[config.mk]
export PLATFORM = sky130hd
export DESIGN_NAME = ccrt_reduce
export DESIGN_NICKNAME = d
export VERILOG_FILES = /design/src/sv/ccrt_pkg.sv /design/src/sv/ccrt_reduce.sv
export SDC_FILE = /design/constraint.sdc
export NUM_CORES = 2
export LEC_CHECK = 0
export BUFFER_PORTS_ARGS = -buffer_cell sky130_fd_sc_hd__clkbuf_2
export CORE_UTILIZATION = 40
export DETAILED_ROUTE_END_ITERATION = 6
export GPL_ROUTABILITY_DRIVEN = 0
export PLACE_DENSITY = 0.54
export SETUP_SLACK_MARGIN = 0.5
export SLEW_MARGIN = 20
export SYNTH_ARGS = -nofsm -noshare
export SYNTH_HDL_FRONTEND = slang
export SYNTH_SLANG_ARGS = --single-unit
[constraint.sdc]
create_clock -name i_clk -period 17.3 [get_ports i_clk]
set_clock_uncertainty 0.15 [all_clocks]
set_input_delay 1.73 -clock i_clk [delete_from_list [all_inputs] [get_ports i_clk]]
set_output_delay 1.73 -clock i_clk [all_outputs]
set_load 0.05 [all_outputs]
[src/sv/ccrt_pkg.sv]
// Shared types, constants and the arctangent table of the circle transform.
`timescale 1ns / 1ps
package ccrt_pkg;

    localparam int CORDIC_STAGES = 24;
    localparam int MAX_TABLE     = 32;
    localparam int N_STAGES      = (CORDIC_STAGES < MAX_TABLE) ? CORDIC_STAGES : MAX_TABLE;

    // Widths: reduced-angle accumulator, residual angle, CORDIC vector, final sum.
    localparam int AW = 33;
    localparam int RW = 28;
    localparam int ZW = 36;
    localparam int XW = 50;
    localparam int FW = XW - 16 + 2;

    localparam longint HALF_PI_Q24 = 26353589;
    localparam longint PI_Q24      = 52707179;
    localparam longint TWO_PI_Q24  = 105414357;
    localparam longint GAIN_Q31    = 1304065748;
    // Offset that lifts every Q8.24 angle above zero while keeping it a whole number of turns.
    localparam longint ANG_OFFSET  = 21 * TWO_PI_Q24;

    typedef enum logic [1:0] {
        ST_OK         = 2'd0,
        ST_BAD_RADIUS = 2'd1,
        ST_SATURATED  = 2'd2
    } t_status;

    typedef struct packed {
        logic signed [31:0] tx;
        logic signed [31:0] ty;
        logic signed [31:0] rad;
        logic               bad;
    } t_side;

    typedef struct packed {
        logic signed [XW-1:0] x;
        logic signed [XW-1:0] y;
        logic signed [ZW-1:0] z;
    } t_rot;

    // atan(2^-i) in Q2.30, truncated.
    function automatic logic [31:0] atan_q30(input int i);
        logic [31:0] v;
        begin
            case (i)
                0:  v = 32'd843314856;
                1:  v = 32'd497837829;
                2:  v = 32'd263043836;
                3:  v = 32'd133525158;
                4:  v = 32'd67021686;
                5:  v = 32'd33543515;
                6:  v = 32'd16775850;
                7:  v = 32'd8388437;
                8:  v = 32'd4194282;
                9:  v = 32'd2097149;
                10: v = 32'd1048575;
                11: v = 32'd524287;
                12: v = 32'd262143;
                13: v = 32'd131071;
                14: v = 32'd65535;
                15: v = 32'd32767;
                16: v = 32'd16383;
                17: v = 32'd8191;
                18: v = 32'd4095;
                19: v = 32'd2047;
                20: v = 32'd1023;
                21: v = 32'd511;
                22: v = 32'd255;
                23: v = 32'd127;
                24: v = 32'd63;
                25: v = 32'd31;
                26: v = 32'd15;
                27: v = 32'd7;
                28: v = 32'd3;
                29: v = 32'd1;
                default: v = 32'd0;
            endcase
            return v;
        end
    endfunction

endpackage

[src/sv/ccrt_reduce.sv]
// Angle reduction modulo two pi, quadrant fold and CORDIC gain scaling in five stages.
`timescale 1ns / 1ps
module ccrt_reduce (
    input  logic                  i_clk,
    input  logic                  i_rst_n,
    input  logic                  i_en,
    input  logic                  i_valid,
    input  logic signed [31:0]    i_center_x,
    input  logic signed [31:0]    i_center_y,
    input  logic signed [31:0]    i_angle,
    input  ccrt_pkg::t_side       i_side,
    output logic                  o_valid,
    output ccrt_pkg::t_rot        o_rot,
    output ccrt_pkg::t_side       o_side
);
    import ccrt_pkg::*;

    localparam logic [AW-1:0]        TP      = AW'(TWO_PI_Q24);
    localparam logic signed [AW:0]   OFS     = (AW+1)'(ANG_OFFSET);
    localparam logic signed [31:0]   GAIN_S  = 32'(GAIN_Q31);
    localparam logic signed [RW-1:0] PI_R    = RW'(PI_Q24);
    localparam logic signed [RW-1:0] TP_R    = RW'(TWO_PI_Q24);
    localparam logic signed [RW-1:0] HALF_R  = RW'(HALF_PI_Q24);
    localparam logic signed [RW-1:0] NHALF_R = -RW'(HALF_PI_Q24);

    function automatic logic [AW-1:0] csub(input logic [AW-1:0] a, input logic [AW-1:0] m);
        return (a >= m) ? a - m : a;
    endfunction

    logic [4:0]          r_v;
    logic [AW-1:0]       r_a [4];
    logic signed [63:0]  r_px [4];
    logic signed [63:0]  r_py [4];
    t_side               r_side [5];
    t_rot                r_rot;

    logic signed [AW:0]   n_sum;
    logic signed [63:0]   n_px;
    logic signed [63:0]   n_py;
    logic [AW-1:0]        n_a2;
    logic [AW-1:0]        n_a3;
    logic [AW-1:0]        n_a4;
    logic signed [RW-1:0] n_r0;
    logic signed [RW-1:0] n_r1;
    logic signed [RW-1:0] n_r2;
    logic                 n_flip;
    logic signed [63:0]   n_fx;
    logic signed [63:0]   n_fy;
    logic signed [63:0]   n_sx;
    logic signed [63:0]   n_sy;
    t_rot                 n_rot;

    always_comb begin
        n_sum = $signed({i_angle[31], i_angle[31], i_angle}) + OFS;
        n_px  = i_center_x * GAIN_S;
        n_py  = i_center_y * GAIN_S;
        n_a2  = csub(csub(csub(r_a[0], TP << 6), TP << 5), TP << 4);
        n_a3  = csub(csub(r_a[1], TP << 3), TP << 2);
        n_a4  = csub(csub(r_a[2], TP << 1), TP);
    end

    // The remainder now lies in [0, two pi); bring it to (-pi, pi] and then fold
    // into the right half-plane, turning the vector by a half turn when folded.
    always_comb begin
        n_r0   = $signed({1'b0, r_a[3][RW-2:0]});
        n_r1   = (n_r0 > PI_R) ? n_r0 - TP_R : n_r0;
        n_r2   = n_r1;
        n_flip = 1'b0;
        if (n_r1 > HALF_R) begin
            n_r2   = n_r1 - PI_R;
            n_flip = 1'b1;
        end else if (n_r1 < NHALF_R) begin
            n_r2   = n_r1 + PI_R;
            n_flip = 1'b1;
        end
        n_fx    = n_flip ? -r_px[3] : r_px[3];
        n_fy    = n_flip ? -r_py[3] : r_py[3];
        n_sx    = n_fx >>> 15;
        n_sy    = n_fy >>> 15;
        n_rot.x = n_sx[XW-1:0];
        n_rot.y = n_sy[XW-1:0];
        n_rot.z = $signed({{(ZW-RW-6){n_r2[RW-1]}}, n_r2, 6'b0});
    end

    always_ff @(posedge i_clk) begin
        if (!i_rst_n) begin
            r_v <= '0;
        end else if (i_en) begin
            r_v <= {r_v[3:0], i_valid};
        end
    end

    always_ff @(posedge i_clk) begin
        if (i_en) begin
            r_a[0]    <= n_sum[AW-1:0];
            r_px[0]   <= n_px;
            r_py[0]   <= n_py;
            r_side[0] <= i_side;
            r_a[1]    <= n_a2;
            r_a[2]    <= n_a3;
            r_a[3]    <= n_a4;
            for (int k = 1; k < 4; k++) begin
                r_px[k] <= r_px[k-1];
                r_py[k] <= r_py[k-1];
            end
            for (int k = 1; k < 5; k++) begin
                r_side[k] <= r_side[k-1];
            end
            r_rot <= n_rot;
        end
    end

    assign o_valid = r_v[4];
    assign o_rot   = r_rot;
    assign o_side  = r_side[4];

endmodule

==> Implementation_results.wiki <==
{| class="wikitable"
! Metric !! Value
|-
| Remaining number of nets flagged by the antenna check after routing || 0
|-
| Required time of the critical path || 17.66 ns
|-
| Post-synthesis cell type count || 108
|-
| Core Box Area || 218000 sq um
|-
| Vias per cell || 5.09
|-
| Count of TritonRoute iterations in the first routing pass || 5
|-
| Clock tree from TritonCTS || done
|-
| Hold WS || 0.243 ns
|-
| Clock sink count || 1238
|-
| Pin count of the biggest net entering global routing || 189
|-
| Pins over their slew limit || 0
|-
| Sum of routed wire length over all layers || 217000 microns
|-
| Overflow left after global routing || 0
|-
| Synth cell count leaders || 1404 x sky130_fd_sc_hd__inv_1, 1233 x sky130_fd_sc_hd__edfxtp_1, 858 x sky130_fd_sc_hd__fa_1, 761 x sky130_fd_sc_hd__ha_1, 384 x sky130_fd_sc_hd__xnor2_1
|-
| Endpoint of the worst hold-timing path || r_py[3][31]
|-
| Die width || 471 microns
|-
| TritonCTS Buffers || 139
|-
| Slew headroom || 0.304
|-
| Global-route wire length before repair || 329000 microns
|-
| Highest metal layer used by the detailed router || met5
|-
| Critical register-to-register path startpoint || r_a[0][29]
|-
| Arrival time of data at the critical path endpoint || 10.78 ns
|-
| Vertical die dimension || 471 microns
|-
| Mean post-synth cell area || 12.3 sq um
|-
| Post-synthesis cell area || 87900 sq um
|-
| Max-capacitance violation count || 0
|-
| Met2 Routed Length || 93100 microns
|-
| Average wire per cell in the routed design || 20.7 microns
|-
| Share of the yosys chip area belonging to registers || 0.423
|-
| Hold-fix buffer count after cts || 0
|-
| Endpoint type of the worst setup path || flip-flop
|-
| Outcome || complete, no violations
|-
| Clock-pin slew of the registers on the worst-case setup and hold paths || 0.06 ns
|-
| Clock H-tree levels || 4
|-
| Post-detail-place hpwl || 177000 microns
|-
| Number of setup violations in the final report || 0
|-
| Initial antenna violation count || 15
|-
| Site Rows || 171
|-
| Count of flip-flops with a built-in enable after synthesis || 1233
|-
| Dominant cell by count in the synthesized netlist || sky130_fd_sc_hd__inv_1
|-
| Routed length on met3 || 16000 microns
|-
| Biggest area contributors in the synthesized netlist || sky130_fd_sc_hd__edfxtp_1 42%, sky130_fd_sc_hd__fa_1 20%, sky130_fd_sc_hd__ha_1 11%
|-
| Clock latency on the worst-skew pair || 0.77 ns
|-
| Peak clock frequency supported by timing || 0.0960 GHz
|-
| Number of inserted filler cells in the final layout || 20008
|-
| Reg-to-Reg End || r_a[1][17]
|-
| Pin slew with the least headroom to its limit || 1.04 ns
|-
| Floorplan die area || 222000 sq um
|-
| Top Ports || 431
|-
| Sum Neg Setup Slack || 0 ns
|-
| Post-synthesis cell count || 7141
|-
| Slowest cell on crit path || sky130_fd_sc_hd__nor4b_1
|-
| Number of buffers on the longest clock path || 3
|-
| Summed area of non-filler cells in the final layout || 97100 sq um
|-
| Asr flop ratio synth || 0
|-
| Synth Warn # || 0
|-
| Tot GR Track Use || 0.196
|-
| Delay of the slowest cell on the worst path || 0.74 ns
|-
| Top cell type by total area after synthesis || sky130_fd_sc_hd__edfxtp_1
|-
| Number of violations reported at the end of detailed-routing iteration 0 || 4273
|-
| Clock tree root buffer cell || sky130_fd_sc_hd__clkbuf_16
|-
| Number of vias in the routed layout || 53347
|-
| Number of storage elements in the synthesis netlist || 1238
|-
| Final min period || 10.42 ns
|-
| Post-detailed-placement cell area || 92600 sq um
|-
| Drc violations || 0
|-
| Final Net Count || 9337
|-
| Number of buffers added on ports || 424
|-
| Crit path max fanout || 8
|-
| Initial Util || 0.403
|-
| Internal reg-to-reg setup slack || 9.53 ns
|-
| Resized cells post-CTS || 0
|-
| Portion of the clock cycle consumed by the worst path in the final layout || 0.602
|-
| Share of layout cells above drive strength 1 || 0.0960
|-
| Crit start category || primary input
|-
| Worst Hold Path Cells || 0
|-
| Path class of the lowest-slack min-delay path || flip-flop to flip-flop
|-
| Start-to-end type of the worst setup path || primary input to flip-flop
|-
| Launch instance of the worst min-delay path || r_py[2][31]
|-
| Area growth, synth to finish || 10.5%
|-
| Routed length on met1 || 101000 microns
|-
| Synth top area share || 0.421
|-
| Via count of the first global-routing pass || 53952
|-
| Reg2reg path depth || 16
|-
| Number of setup buffers added after CTS || 0
|-
| Hold Vio Cnt, Final || 0
|-
| Dominant synthesized flop cell || sky130_fd_sc_hd__edfxtp_1
|-
| RSZ-0062 raised after global routing || false
|}
==> flip-flops by register name, indices dropped and copies added (netlist names) <==
name    count
r_py      248
r_px      248
r_a       126
o_rot     126
r_side    485
r_v         5
==> logic make-up (layout without fill, tap and decap cells) <==
group,Yosys count,in the layout,share of synthesized area
DFF,1238,1238,0.423
AOI/OAI and AO/OA,978,978,0.0737
buffers and inverters,1620,2098,0.0742
xor gates and xnor gates,641,641,0.0639
and+or+nand+nor,1024,1024,0.0595
muxes,20,20,0.00231
adders and majority gates,1619,1619,0.304
other,1,14,0.0000427
==> worst max-delay path: cells and delay by family <==
kind                       cells  cell delay, ns
buffers and inverters          6            0.43
xor gates and xnor gates       3            0.52
adders and majority gates      9            3.73
AOI/OAI and AO/OA             12            3.11
and+or+nand+nor                3            1.23
==> how the worst max path moves through the flow <==
stage,startpoint,endpoint,slack [ns]
floorplan,i_center_x[13],r_px[0][63],7.63
global placement,i_center_x[3],r_px[0][60],6.44
detailed placement,i_center_x[3],r_px[0][60],6.33
CTS,i_center_x[3],r_px[0][63],7.17
global route,i_center_x[3],r_px[0][60],6.49
finish,i_center_x[3],r_px[0][63],6.88
==> metal layers <==
layer,track usage,up-vias
li1,-,24670
met1,0.284,26598
met2,0.290,1776
met3,0.0447,289
met4,0.0628,14
met5,0,-
==> cell type report <==
type | instances | area [sq um] | share of cell area
clock buffers | 163 | 3570 | 0.0368
repair buffers | 449 | 2360 | 0.0243
multi-input cells | 4288 | 44300 | 0.456
flip-flops and latches | 1238 | 37100 | 0.383
well taps | 2854 | 3570 | 0.0368
inverters | 1405 | 5280 | 0.0544
diodes | 8 | 20.0 | 0.000206
clock inverters | 81 | 858 | 0.00884
==> stage by stage <==
step                       util  std cells  worst slack [ns]
after floorplan               -       7146              7.63
after global placement    0.425      10234              6.44
final                     0.446      10486              6.88
after global routing      0.446      10484              6.49
after detailed placement  0.425      10234              6.33
after CTS                 0.445      10478              7.17
==> cell usage in the layout, fill, tap and decap left out, drive strengths merged, types with 37 or more instances in the layout <==
master	Yosys	routed
a21oi	269	269
nand3	70	70
o21ai	198	198
xnor2	384	384
o31ai	37	37
ha	761	761
nand2b	48	48
a211oi	40	40
nor2b	37	37
nor3	83	83
nor2	218	218
edfxtp	1233	1233
nand2	304	304
inv	1404	1412
clkinv	1	63
and3	37	37
nand4	37	37
xor2	257	257
a21o	136	136
clkbuf	82	586
fa	858	858
Power is left out: the tool's default activity adds up to more than one toggle a clock period on the data nets, which glitch-free logic cannot reach.
