--- src/sv/ccrt_pkg.sv ---
// Shared types, constants and the arctangent table of the circle transform.
`timescale 1ns / 1ps
package ccrt_pkg;

    localparam int CORDIC_STAGES = 24;
    localparam int MAX_TABLE     = 32;
    localparam int N_STAGES      = (CORDIC_STAGES < MAX_TABLE) ? CORDIC_STAGES : MAX_TABLE;

    // Widths: reduced-angle accumulator, residual angle, CORDIC vector, final sum.
    localparam int AW = 33;
    localparam int RW = 28;
    localparam int ZW = 36;
    localparam int XW = 50;
    localparam int FW = XW - 16 + 2;

    localparam longint HALF_PI_Q24 = 26353589;
    localparam longint PI_Q24      = 52707179;
    localparam longint TWO_PI_Q24  = 105414357;
    localparam longint GAIN_Q31    = 1304065748;
    // Offset that lifts every Q8.24 angle above zero while keeping it a whole number of turns.
    localparam longint ANG_OFFSET  = 21 * TWO_PI_Q24;

    typedef enum logic [1:0] {
        ST_OK         = 2'd0,
        ST_BAD_RADIUS = 2'd1,
        ST_SATURATED  = 2'd2
    } t_status;

    typedef struct packed {
        logic signed [31:0] tx;
        logic signed [31:0] ty;
        logic signed [31:0] rad;
        logic               bad;
    } t_side;

    typedef struct packed {
        logic signed [XW-1:0] x;
        logic signed [XW-1:0] y;
        logic signed [ZW-1:0] z;
    } t_rot;

    // atan(2^-i) in Q2.30, truncated.
    function automatic logic [31:0] atan_q30(input int i);
        logic [31:0] v;
        begin
            case (i)
                0:  v = 32'd843314856;
                1:  v = 32'd497837829;
                2:  v = 32'd263043836;
                3:  v = 32'd133525158;
                4:  v = 32'd67021686;
                5:  v = 32'd33543515;
                6:  v = 32'd16775850;
                7:  v = 32'd8388437;
                8:  v = 32'd4194282;
                9:  v = 32'd2097149;
                10: v = 32'd1048575;
                11: v = 32'd524287;
                12: v = 32'd262143;
                13: v = 32'd131071;
                14: v = 32'd65535;
                15: v = 32'd32767;
                16: v = 32'd16383;
                17: v = 32'd8191;
                18: v = 32'd4095;
                19: v = 32'd2047;
                20: v = 32'd1023;
                21: v = 32'd511;
                22: v = 32'd255;
                23: v = 32'd127;
                24: v = 32'd63;
                25: v = 32'd31;
                26: v = 32'd15;
                27: v = 32'd7;
                28: v = 32'd3;
                29: v = 32'd1;
                default: v = 32'd0;
            endcase
            return v;
        end
    endfunction

endpackage

--- src/sv/ccrt_finish.sv ---
// Rounding to Q16.16, translation, saturation and the output register.
`timescale 1ns / 1ps
module ccrt_finish (
    input  logic                i_clk,
    input  logic                i_rst_n,
    input  logic                i_en,
    input  logic                i_valid,
    input  ccrt_pkg::t_rot      i_rot,
    input  ccrt_pkg::t_side     i_side,
    output logic                o_valid,
    output logic signed [31:0]  o_x,
    output logic signed [31:0]  o_y,
    output logic signed [31:0]  o_radius,
    output logic [1:0]          o_status
);
    import ccrt_pkg::*;

    localparam logic signed [XW-1:0] HALF_LSB = XW'(32768);
    localparam logic signed [FW-1:0] MAX_F    = FW'(32'h7fffffff);
    localparam logic signed [FW-1:0] MIN_F    = -FW'(64'h80000000);

    logic               r_valid;
    logic signed [31:0] r_x;
    logic signed [31:0] r_y;
    logic signed [31:0] r_radius;
    t_status            r_status;

    logic signed [XW-1:0] n_xr;
    logic signed [XW-1:0] n_yr;
    logic signed [FW-1:0] n_xs;
    logic signed [FW-1:0] n_ys;
    logic signed [31:0]   n_x;
    logic signed [31:0]   n_y;
    logic                 n_sat_x;
    logic                 n_sat_y;
    t_status              n_status;

    always_comb begin
        n_xr = (i_rot.x + HALF_LSB) >>> 16;
        n_yr = (i_rot.y + HALF_LSB) >>> 16;
        n_xs = $signed({{2{n_xr[XW-17]}}, n_xr[XW-17:0]})
             + $signed({{(FW-32){i_side.tx[31]}}, i_side.tx});
        n_ys = $signed({{2{n_yr[XW-17]}}, n_yr[XW-17:0]})
             + $signed({{(FW-32){i_side.ty[31]}}, i_side.ty});
        n_sat_x = (n_xs > MAX_F) || (n_xs < MIN_F);
        n_sat_y = (n_ys > MAX_F) || (n_ys < MIN_F);
        n_x = (n_xs > MAX_F) ? 32'sh7fffffff : (n_xs < MIN_F) ? 32'sh80000000 : n_xs[31:0];
        n_y = (n_ys > MAX_F) ? 32'sh7fffffff : (n_ys < MIN_F) ? 32'sh80000000 : n_ys[31:0];
        n_status = (n_sat_x || n_sat_y) ? ST_SATURATED : ST_OK;
        if (i_side.bad) begin
            n_x      = '0;
            n_y      = '0;
            n_status = ST_BAD_RADIUS;
        end
    end

    always_ff @(posedge i_clk) begin
        if (!i_rst_n) begin
            r_valid <= 1'b0;
        end else if (i_en) begin
            r_valid <= i_valid;
        end
    end

    always_ff @(posedge i_clk) begin
        if (i_en) begin
            r_x      <= n_x;
            r_y      <= n_y;
            r_radius <= i_side.rad;
            r_status <= n_status;
        end
    end

    assign o_valid  = r_valid;
    assign o_x      = r_x;
    assign o_y      = r_y;
    assign o_radius = r_radius;
    assign o_status = r_status;

endmodule
--- config.mk ---
export PLATFORM = sky130hd
export DESIGN_NAME = ccrt_finish
export DESIGN_NICKNAME = d
export VERILOG_FILES = /design/src/sv/ccrt_pkg.sv /design/src/sv/ccrt_finish.sv
export SDC_FILE = /design/constraint.sdc
export NUM_CORES = 1
export LEC_CHECK = 0
export BUFFER_PORTS_ARGS = -buffer_cell sky130_fd_sc_hd__buf_2
export CAP_MARGIN = 20
export CORE_ASPECT_RATIO = 2
export CORE_MARGIN = 4
export CORE_UTILIZATION = 31
export DETAILED_ROUTE_END_ITERATION = 12
export GPL_TIMING_DRIVEN = 0
export HOLD_SLACK_MARGIN = 0.02
export PLACE_DENSITY = 0.63
export SLEW_MARGIN = 20
export SYNTH_ARGS = -nofsm -noshare
export SYNTH_HDL_FRONTEND = slang
export SYNTH_SLANG_ARGS = --single-unit
--- constraint.sdc ---
create_clock -name i_clk -period 11.3 [get_ports i_clk]
set_input_delay 2.26 -clock i_clk [delete_from_list [all_inputs] [get_ports i_clk]]
set_output_delay 2.26 -clock i_clk [all_outputs]
set_load 0.02 [all_outputs]
==> results of run 1 <==
worst max-delay path by stage:
stage	from	to	slack, ns
after floorplan	i_rot[106]	o_x[10]$_SDFFCE_PP0P_	4.88
after global placement	i_rot[106]	o_x[21]$_SDFFCE_PP0P_	3.54
after detailed placement	i_rot[106]	o_x[21]$_SDFFCE_PP0P_	3.47
after CTS	i_rot[106]	o_x[21]$_SDFFCE_PP0P_	3.86
after global routing	i_rot[106]	o_x[20]$_SDFFCE_PP0P_	3.51
final	i_rot[106]	o_x[21]$_SDFFCE_PP0P_	3.98
power by group through the flow:
stage	sequential, W	combinational (W)	clock [W]
final	0.000482	0.000514	0.000315
after global routing	0.000488	0.000563	0.000336
after CTS	0.000483	0.000517	0.000328
after detailed placement	0.000491	0.000514	0
after global placement	0.000491	0.000508	0
after floorplan	0.000553	0.000269	0
area by class of cell:
class	count	area share (%)
buffer	37	1.66
clock buffer	9	2.09
clock inverter	7	0.708
inverter	25	0.870
multi-input combinational	797	50.3
sequential	99	27.5
tap	352	4.08
timing repair buffer	270	12.8
state kept, by name, summed over array words and instances, names as in the netlist:
name and flops:
o_x 32, o_valid 1, o_y 32, o_status 2
o_radius 32
worst min-delay path: cells and delay by family (launching register included):
kind | cells | cell delay [ns]
flops | 1 | 0.32
mux | 1 | 0.12
simple gates | 1 | 0.06
stage by stage:
step | instances | setup WS, ns | hold slack, ns | cell area [um^2]
final | 1596 | 3.98 | 0.545 | 10800
after global routing | 1596 | 3.51 | 0.594 | 10800
after CTS | 1596 | 3.86 | 0.556 | 10800
after detailed placement | 1580 | 3.47 | 0.546 | 10500
after global placement | 1579 | 3.54 | 0.535 | 10400
after floorplan | 958 | 4.88 | 0.589 | 8660
layer usage:
layer  routed length, um  up-vias
met5                   0        -
met4                1490        0
met3                1400       75
met2               17000      288
met1                9420     3806
li1                    -     4131
kinds of logic after synthesis:
family                     after synthesis  synth area share, %
adders and majority gates               74                 10.9
xor gates and xnor gates               125                 12.6
and+or+nand+nor                        301                 17.1
buffers and inverters                   62                 3.15
muxes                                    4                0.463
AOI/OAI and AO/OA                      293                 21.5
DFF                                     99                 34.2
synthesized netlist by cell type (all sizes together) (12+ instances only):
| master | number | share of area (%) |
|---|---|---|
| o21ai | 105 | 6.8 |
| edfxtp | 98 | 34 |
| nand2 | 86 | 3.7 |
| a21oi | 80 | 4.7 |
| xnor2 | 76 | 7.7 |
| ha | 72 | 10 |
| nor2 | 61 | 2.6 |
| xor2 | 49 | 5.0 |
| nand3 | 39 | 2.3 |
| nand4 | 34 | 2.5 |
| a21o | 30 | 2.7 |
| inv | 25 | 1.1 |
| clkbuf | 24 | 1.0 |
| and3 | 17 | 1.2 |
| nor3 | 14 | 0.81 |
| buf | 13 | 1.0 |
| a211oi | 12 | 1.2 |
| o211ai | 12 | 1.2 |
==> run summary, run 1 <==
DP Wirelength: 25100 um
CP top delay family: simple AND/OR/NAND/NOR gates
Final period util: 64.8%
First-pass GRT wire length: 44500 um
Die area: 30800 um^2
Gp weighted congestion: 0.887
Synth Cell Area: 8660 um^2
Detailed router's first-iteration violation count: 392
Multi-input gate area: 5430 um^2
Share of the yosys chip area belonging to registers: 34.2%
Worst slew margin: 46.4%
Die extent in x: 126 um
Starting Density: 31.4%
Total GRT Usage: 18.5%
WS Path Type: input port to flip-flop
# port buffers: 269
RR Startpoint: o_valid$_SDFFE_PN0P_
Power share of the clock group: 24.0%
CORE AREA: 27500 um^2
Mapped Avg Cell Area: 9.04 um^2
NumNets Final: 1550
Net Sw Power: 0.000495 W
Internal: 0.000816 W
Max clock buf depth: 2
Layout area overhead: 24.6%
Gr ovfl total: 0
#FFs+latches synth: 99
Ys Warns: 0
Final-report hold violation count: 0
Cells after Synth: 958
RSZ-0062 raised after global routing: false
CTS buffer count: 9
Final Max Tran Viols: 0
Filler Cell Count: 2881
Number of antenna violations at the first check in global routing: 0
Post-synth EDFFs: 98
Critical Path Start Type: input port
Post-layout util: 39.2%
Drc violations: 0
Worst Skew: 0 ns
GRT busiest layer: met2
CP Capture Type: flip-flop
Clock sink count: 99
Die H: 244 um
Antenna-violating nets left: 0
Peak VDD IR: 0.0633 mV
Cell variety after synth: 65
CTS tree: built
WP data arrival: 7.44 ns
Share of cells above drive strength 1: 26.4%
Hold Startpoint: o_valid$_SDFFE_PN0P_
Crit path time final: 7.32 ns
Critical-path maximum fanout: 10
Sequential power share: 36.7%
Final wirelength: 29300 um
Post-CTS Setup Bufs: 0
Via-to-Cell Ratio: 5.20
Stages on the worst setup path: 22
Clk_lat worst skew: 0.37 ns
Final setup violation count: 0
WHS Endpoint: o_valid$_SDFFE_PN0P_
Cells along the critical path: buf_2 -> and4_1 -> nand4_1 -> nor3_1 -> nand2_1 -> nor2_1 -> nand4_1 -> nor2_1 -> nand3_1 -> xnor2_1 -> ha_1 -> nand2_1 -> o21ai_0 -> or3_1 -> or3_1 -> o311a_1 -> o211ai_1 -> nand3_1 -> nand3b_1 -> buf_2 -> buf_4 -> o21ai_1
# rows: 86
Grt met1 use: 16.1%
Via count: 8300
Num ports: 336
Leak pwr: 4.59 nW
Buf+Inv Stages, Crit Path: 3
R2R depth: 2
Outcome: complete, no violations
Root Buffer: clkbuf_16
Worst flop-to-flop path endpoint: o_valid$_SDFFE_PN0P_
CP Data Required Time: 11.42 ns
HP Class: flip-flop to flip-flop
Largest net degree at the start of global routing: 65
CTS resizes: 0
Hold Crit Depth: 2
Fmax achieved: 137 MHz
Post-synth top flop: edfxtp_1
Most frequent cells in the layout: 276 x buf_2, 98 x edfxtp_1, 86 x nand2_1
Max Cap Viol: 0
# diodes: 0
Clock-pin slew on the worst setup and hold paths: 0.07 ns
PD cells: 122 nW/um^2
Setup Total Neg Slack: 0 ns
Register area: 2960 um^2
R2R setup slack: 10.69 ns
Syn Nets: 1269
Power Total: 0.00131 W
TritonRoute pass-1 iters: 5
WL/cell: 18.3 um
Met3 Use GR: 2.62%
Vias in the first global route: 8705
Tightest Pin Transition: 0.802 ns
Async set or reset register ratio after synthesis: 0%
CP peak stage delay: 0.70 ns
# hold bufs at CTS: 0
H-tree levels: 3
Sw Share: 37.8%
GR met2 Demand/Resource: 38.3%
Commonest non-fill, non-tap cell in the layout: buf_2
Critical-path top delay cell: nor3_1
Comb power frac: 39.2%
(Power assumes the default switching activity.)
==> run 2: changes to the inputs <==
--- a/config.mk
+++ b/config.mk
@@ -13,7 +13,7 @@
 export DETAILED_ROUTE_END_ITERATION = 12
 export GPL_TIMING_DRIVEN = 0
 export HOLD_SLACK_MARGIN = 0.02
-export PLACE_DENSITY = 0.63
+export PLACE_DENSITY = 0.65
 export SLEW_MARGIN = 20
 export SYNTH_ARGS = -nofsm -noshare
 export SYNTH_HDL_FRONTEND = slang
==> constraint.sdc (replaced) <==
create_clock -name i_clk -period 6.5 [get_ports i_clk]
set_input_delay 1.3 -clock i_clk [delete_from_list [all_inputs] [get_ports i_clk]]
set_output_delay 1.3 -clock i_clk [all_outputs]
set_load 0.02 [all_outputs]
==> run 2 against run 1 <==
Compared with the run above: flip-flop and latch count unchanged; hold slack better by 0.0011 ns; count of clock-buffer cells in the layout is the same; sequential share of layout area decreased by 0.11 points; clock skew unchanged; largest power group unchanged; highest routed layer unchanged.
==> run summary, run 2 (same netlist as run 1, synthesis figures left out) <==
# hold bufs at CTS: 0 (unchanged)
Comb power frac: 39.1% (was 39.2%)
Setup Total Neg Slack: 0 ns (unchanged)
# diodes: 0 (unchanged)
Layout area overhead: 25.1% (was 24.6%)
Gr ovfl total: 0 (unchanged)
Grt met1 use: 16.8% (was 16.1%)
Vias in the first global route: 8552 (was 8705)
Most frequent cells in the layout: 276 x buf_2, 98 x edfxtp_1, 86 x nand2_1 (unchanged)
CORE AREA: 27500 um^2 (unchanged)
Critical Path Start Type: input port (unchanged)
Tightest Pin Transition: 0.825 ns (was 0.802 ns)
Placed inst area: 10500 um^2 (about the same)
Total GRT Usage: 18.5% (about the same)
Worst setup path endpoint: o_x[21]$_SDFFCE_PP0P_ (unchanged)
WL/cell: 18.2 um (was 18.3 um)
Peak VDD IR: 0.127 mV (was 0.0633 mV)
Net Sw Power: 0.000863 W (was 0.000495 W)
Via count: 8360 (was 8300)
TritonRoute pass-1 iters: 6 (was 5)
Leak pwr: 4.63 nW (was 4.59 nW)
Number of antenna violations at the first check in global routing: 0 (unchanged)
Final Max Tran Viols: 0 (unchanged)
Post-layout util: 39.3% (was 39.2%)
Sw Share: 37.8% (about the same)
Met3 Use GR: 2.45% (was 2.62%)
Cell area after layout: 10800 um^2 (about the same)
Die H: 244 um (unchanged)
Clk_lat worst skew: 0.37 ns (about the same)
First-pass GRT wire length: 44500 um (about the same)
Largest net degree at the start of global routing: 66 (was 65)
Commonest non-fill, non-tap cell in the layout: buf_2 (unchanged)
Clock sink count: 99 (unchanged)
Sequential power share: 36.7% (about the same)
Final wirelength: 29100 um (was 29300 um)
Final setup violation count: 0 (unchanged)
CP Data Required Time: 6.62 ns (was 11.42 ns)
R2R setup slack: 5.89 ns (was 10.69 ns)
# rows: 86 (unchanged)
RR Startpoint: o_valid$_SDFFE_PN0P_ (unchanged)
GRT busiest layer: met2 (unchanged)
CTS tree: built (unchanged)
Die extent in x: 126 um (unchanged)
Die area: 30800 um^2 (unchanged)
Num ports: 336 (unchanged)
Critical-path maximum fanout: 10 (unchanged)
Detailed router's first-iteration violation count: 373 (was 392)
Power share of the clock group: 24.2% (was 24.0%)
RSZ-0062 raised after global routing: false (unchanged)
Crit path time final: 6.08 ns
Gp weighted congestion: 0.909 (was 0.887)
H-tree levels: 3 (unchanged)
Worst Skew: 0 ns (unchanged)
NumNets Final: 1553 (was 1550)
Setup slack at placement: -0.391 ns (was 3.47 ns)
Final period util: 93.6%
Via-to-Cell Ratio: 5.23 (was 5.20)
Max clock buf depth: 2 (unchanged)
R2R depth: 2 (unchanged)
Crit path from: i_rot[106] (unchanged)
PD cells: 211 nW/um^2 (was 122 nW/um^2)
Antenna-violating nets left: 0 (unchanged)
Starting Density: 31.4% (unchanged)
CP Capture Type: flip-flop (unchanged)
# port buffers: 269 (unchanged)
CTS buffer count: 9 (unchanged)
WS Path Type: input port to flip-flop (unchanged)
Worst slew margin: 44.7% (was 46.4%)
Root Buffer: clkbuf_16 (unchanged)
Final-report hold violation count: 0 (unchanged)
Max Cap Viol: 0 (unchanged)
Outcome: complete, no violations (unchanged)
WP data arrival: 6.21 ns (was 7.44 ns)
Internal: 0.00142 W (was 0.000816 W)
HP Class: flip-flop to flip-flop (unchanged)
Fmax achieved: 164 MHz
Worst flop-to-flop path endpoint: o_valid$_SDFFE_PN0P_ (unchanged)
Drc violations: 0 (unchanged)
GR met2 Demand/Resource: 37.7% (was 38.3%)
Setup slack after layout: 0.418 ns (was 3.98 ns)
Clock-pin slew on the worst setup and hold paths: 0.08 ns (was 0.07 ns)
Share of cells above drive strength 1: 26.6% (was 26.4%)
DP Wirelength: 24900 um (was 25100 um)
==> run 2: changes by cell type in the layout (fill, tap and decap cells not counted) <==
cell | previous run | this run
buf_4 | 2 | 4
nor3_1 | 14 | 12
nor3_4 | 0 | 2
a2111oi_0 | 1 | 2
a2111oi_1 | 2 | 1
buf_1 | 0 | 1
clkinv_4 | 1 | 2
clkinv_8 | 1 | 2
inv_6 | 2 | 1
inv_8 | 3 | 2
==> run 2: metal layers <==
metal  wire length (um)  part of all wire (%)
met4               1450                   5.0
met1               9680                    33
met3               1240                   4.3
met5                  0                     0
met2              16800                    58
==> run 2: cell type report <==
type                            count  area, um^2
Buffer                             37         179
Fill cell                        2883       16700
Clock buffer                        9         225
Tap cell                          352         440
Clock inverter                      7        81.3
Multi-Input combinational cell    797        5450
Sequential cell                    99        2960
Inverter                           25        93.8
Timing Repair Buffer              273        1400
==> run 2: power groups by stage <==
stage / Combinational [W] / Clock [W] / Sequential, W
2_1_floorplan: 0.000467 / 0 / 0.000962
3_3_place_gp: 0.000880 / 0 / 0.000855
3_5_place_dp: 0.000889 / 0 / 0.000854
4_1_cts: 0.000895 / 0.000574 / 0.000840
5_1_grt: 0.000979 / 0.000594 / 0.000848
6_report: 0.000891 / 0.000552 / 0.000838
==> run 2: worst max-delay path, stage by stage <==
cell	delay, ns
buf_2	0.14
and4_1	0.27
nand4_1	0.10
buf_4	0.17
nor3_4	0.32
nand2_1	0.14
nor2_1	0.19
nand4_1	0.24
nor2_1	0.29
nand3_1	0.13
xnor2_1	0.30
ha_1	0.31
nand2_1	0.08
o21ai_0	0.13
or3_1	0.45
or3_1	0.32
o311a_1	0.12
o211ai_1	0.12
nand3_1	0.20
nand3b_1	0.15
buf_2	0.32
buf_4	0.28
o21ai_1	0.09
==> run 2: per-stage QoR <==
stage,hold slack [ns],instances,power (W)
global placement,0.543,1579,0.00174
CTS,0.546,1597,0.00231
detailed placement,0.535,1581,0.00174
finish,0.546,1599,0.00228
global route,0.559,1599,0.00242
floorplan,0.589,958,0.00143
==> run 2: worst min-delay path by stage <==
stage | start | endpoint | slack [ns] | cells after the start
2_1_floorplan | o_valid$_SDFFE_PN0P_ | o_valid$_SDFFE_PN0P_ | 0.59 | 2
3_3_place_gp | o_valid$_SDFFE_PN0P_ | o_valid$_SDFFE_PN0P_ | 0.54 | 2
3_5_place_dp | o_valid$_SDFFE_PN0P_ | o_valid$_SDFFE_PN0P_ | 0.53 | 2
4_1_cts | o_valid$_SDFFE_PN0P_ | o_valid$_SDFFE_PN0P_ | 0.55 | 2
5_1_grt | o_valid$_SDFFE_PN0P_ | o_valid$_SDFFE_PN0P_ | 0.56 | 2
6_report | o_valid$_SDFFE_PN0P_ | o_valid$_SDFFE_PN0P_ | 0.55 | 2
==> run 2: repair_timing <==
action / in CTS / in global routing
setup buffers: 0 / 2
endpoints found under the setup margin: 0 / 32
gates resized for setup: 0 / 4
==> run 3: changes to the inputs <==
--- a/config.mk
+++ b/config.mk
@@ -13,6 +13,7 @@
 export DETAILED_ROUTE_END_ITERATION = 12
 export GPL_TIMING_DRIVEN = 0
 export HOLD_SLACK_MARGIN = 0.02
+export MAX_ROUTING_LAYER = met4
 export PLACE_DENSITY = 0.65
 export SLEW_MARGIN = 20
 export SYNTH_ARGS = -nofsm -noshare
==> run 3 against run 2 <==
Compared with the run above: largest power group unchanged; largest cell class unchanged; final cell count about the same; clock skew unchanged; total power rose by 0.66%; flip-flop and latch count did not move; register-to-register slack hardly changed; global-route usage is 0.51 points higher; critical path depth fell by 3; sequential share of layout area is essentially flat; highest routed layer unchanged; setup slack improved by 0.033 ns.
==> run summary, run 3 (same netlist as run 1, synthesis figures left out) <==
Outcome: complete, no violations (unchanged)
Final setup violation count: 0 (unchanged)
# diodes: 0 (unchanged)
Final Max Tran Viols: 0 (unchanged)
Clock sink count: 99 (unchanged)
Cell area after layout: 10800 um^2 (about the same)
CP Capture Type: flip-flop (unchanged)
WL met2: 17000 um (was 16800 um)
CTS buffer count: 9 (unchanged)
HP Class: flip-flop to flip-flop (unchanged)
Die H: 244 um (unchanged)
Number of antenna violations at the first check in global routing: 0 (unchanged)
DP Wirelength: 24900 um (about the same)
Leak pwr: 4.63 nW (about the same)
Die extent in x: 126 um (unchanged)
Final wirelength: 29400 um (was 29100 um)
Placed inst area: 10500 um^2 (about the same)
NumNets Final: 1552 (was 1553)
Comb power frac: 38.9% (was 39.1%)
Final-report hold violation count: 0 (unchanged)
Setup Total Neg Slack: 0 ns (unchanged)
Detailed router's first-iteration violation count: 490 (was 373)
Power Total: 0.00230 W (was 0.00228 W)
Met3 wire length: 1170 um (was 1240 um)
Gr ovfl total: 0 (unchanged)
Max clock buf depth: 2 (unchanged)
Post-layout util: 39.3% (about the same)
Largest net degree at the start of global routing: 66 (unchanged)
WL/cell: 18.4 um (was 18.2 um)
Via count: 8339 (was 8360)
Power share of the clock group: 24.6% (was 24.2%)
WS Path Type: input port to flip-flop (unchanged)
Sequential power share: 36.5% (was 36.7%)
Drc violations: 0 (unchanged)
Critical-path maximum fanout: 10 (unchanged)
Commonest non-fill, non-tap cell in the layout: buf_2 (unchanged)
TritonRoute pass-1 iters: 6 (unchanged)
Final period util: 93.1% (was 93.6%)
Metal-1 WL: 9900 um (was 9680 um)
Gp weighted congestion: 0.922 (was 0.909)
# port buffers: 269 (unchanged)
Root Buffer: clkbuf_16 (unchanged)
Peak VDD IR: 0.122 mV (was 0.127 mV)
Net Sw Power: 0.000874 W (was 0.000863 W)
Antenna-violating nets left: 0 (unchanged)
Fmax achieved: 165 MHz (was 164 MHz)
RSZ-0062 raised after global routing: false (unchanged)
Critical Path Start Type: input port (unchanged)
Crit path time final: 6.05 ns (was 6.08 ns)
Sw Share: 38.1% (was 37.8%)
# rows: 86 (unchanged)
PD cells: 212 nW/um^2 (was 211 nW/um^2)
Clk_lat worst skew: 0.38 ns (was 0.37 ns)
Layout area overhead: 25.2% (was 25.1%)
Total GRT Usage: 19.0% (was 18.5%)
Max layer used: met4 (unchanged)
CP Data Required Time: 6.63 ns (was 6.62 ns)
Worst hold slack: 0.552 ns (was 0.546 ns)
Internal: 0.00142 W (about the same)
Most frequent cells in the layout: 276 x buf_2, 98 x edfxtp_1, 86 x nand2_1 (unchanged)
WP data arrival: 6.18 ns (was 6.21 ns)
CORE AREA: 27500 um^2 (unchanged)
Vias in the first global route: 8544 (was 8552)
H-tree levels: 3 (unchanged)
CTS tree: built (unchanged)
Max Cap Viol: 0 (unchanged)
Via-to-Cell Ratio: 5.22 (was 5.23)
Die area: 30800 um^2 (unchanged)
First-pass GRT wire length: 44600 um (was 44500 um)
Clock-pin slew on the worst setup and hold paths: 0.08 ns (about the same)
Starting Density: 31.4% (unchanged)
Tightest Pin Transition: 0.947 ns (was 0.825 ns)
Worst Skew: 0 ns (unchanged)
Num ports: 336 (unchanged)
Worst slew margin: 36.7% (was 44.7%)
Share of cells above drive strength 1: 26.6% (about the same)
[run 3: changes by cell type in the layout (fill, tap and decap cells not counted), sizes merged]
cell    delta
buf        -1
clkinv     -1
inv        +1
[run 3: power groups by stage]
stage | registers (W) | logic, W | clock network, W
floorplan | 0.000962 | 0.000467 | 0
global route | 0.000847 | 0.000977 | 0.000609
CTS | 0.000840 | 0.000897 | 0.000583
detailed placement | 0.000853 | 0.000890 | 0
global placement | 0.000855 | 0.000882 | 0
finish | 0.000838 | 0.000892 | 0.000565
[run 3: per-stage QoR]
stage,std cells,setup WS [ns]
after global placement,1579,-0.375
after detailed placement,1580,-0.416
after floorplan,958,1.04
after CTS,1596,0.0457
final,1598,0.450
after global routing,1598,0.0913
[run 3: critical path: stages]
cell,delay (ns)
buf_2,0.12
and3_1,0.19
and3_1,0.28
nand3_1,0.36
or2_2,0.46
nor3_1,0.27
nand2_1,0.10
xnor2_1,0.18
ha_1,0.25
clkbuf_1,0.19
a21o_1,0.25
or3_1,0.33
o31ai_1,0.45
and2_1,0.21
a211oi_2,0.08
or3_1,0.45
nand3b_1,0.15
buf_2,0.22
buf_4,0.22
o21ai_1,0.09
[run 3: path summary, 6_finish.rpt]
kind	startpoint	cells after the start	endpoint	slack [ns]
hold / removal	o_valid$_SDFFE_PN0P_	2	o_valid$_SDFFE_PN0P_	0.55
setup reg to reg	o_valid$_SDFFE_PN0P_	2	o_valid$_SDFFE_PN0P_	5.89
hold reg to reg	o_valid$_SDFFE_PN0P_	2	o_valid$_SDFFE_PN0P_	0.55
setup / recovery	i_rot[53]	20	o_y[3]$_SDFFCE_PP0P_	0.45
[run 3: cell type report]
cell class	instances	area, um^2
multi-input cells	797	5450
clock buffers	9	225
inverters	25	93.8
clock inverters	7	88.8
well taps	352	440
plain buffers	37	179
fillers	2840	16700
repair buffers	272	1400
flip-flops and latches	99	2960
[run 3: metal layers]
metal / track usage [%] / vias up
li1: - / 4130
met1: 17.1 / 3877
met2: 38.0 / 272
met3: 2.40 / 60
met4: 9.16 / 0
met5: - / -
[run 3: repair_timing]
item,4_1_cts,5_1_grt
pin swaps,0,1
buffers inserted,0,2
endpoints found under the setup margin,2,32
hold buffers,0,0
gates resized for setup,1,3
cloned,0,0
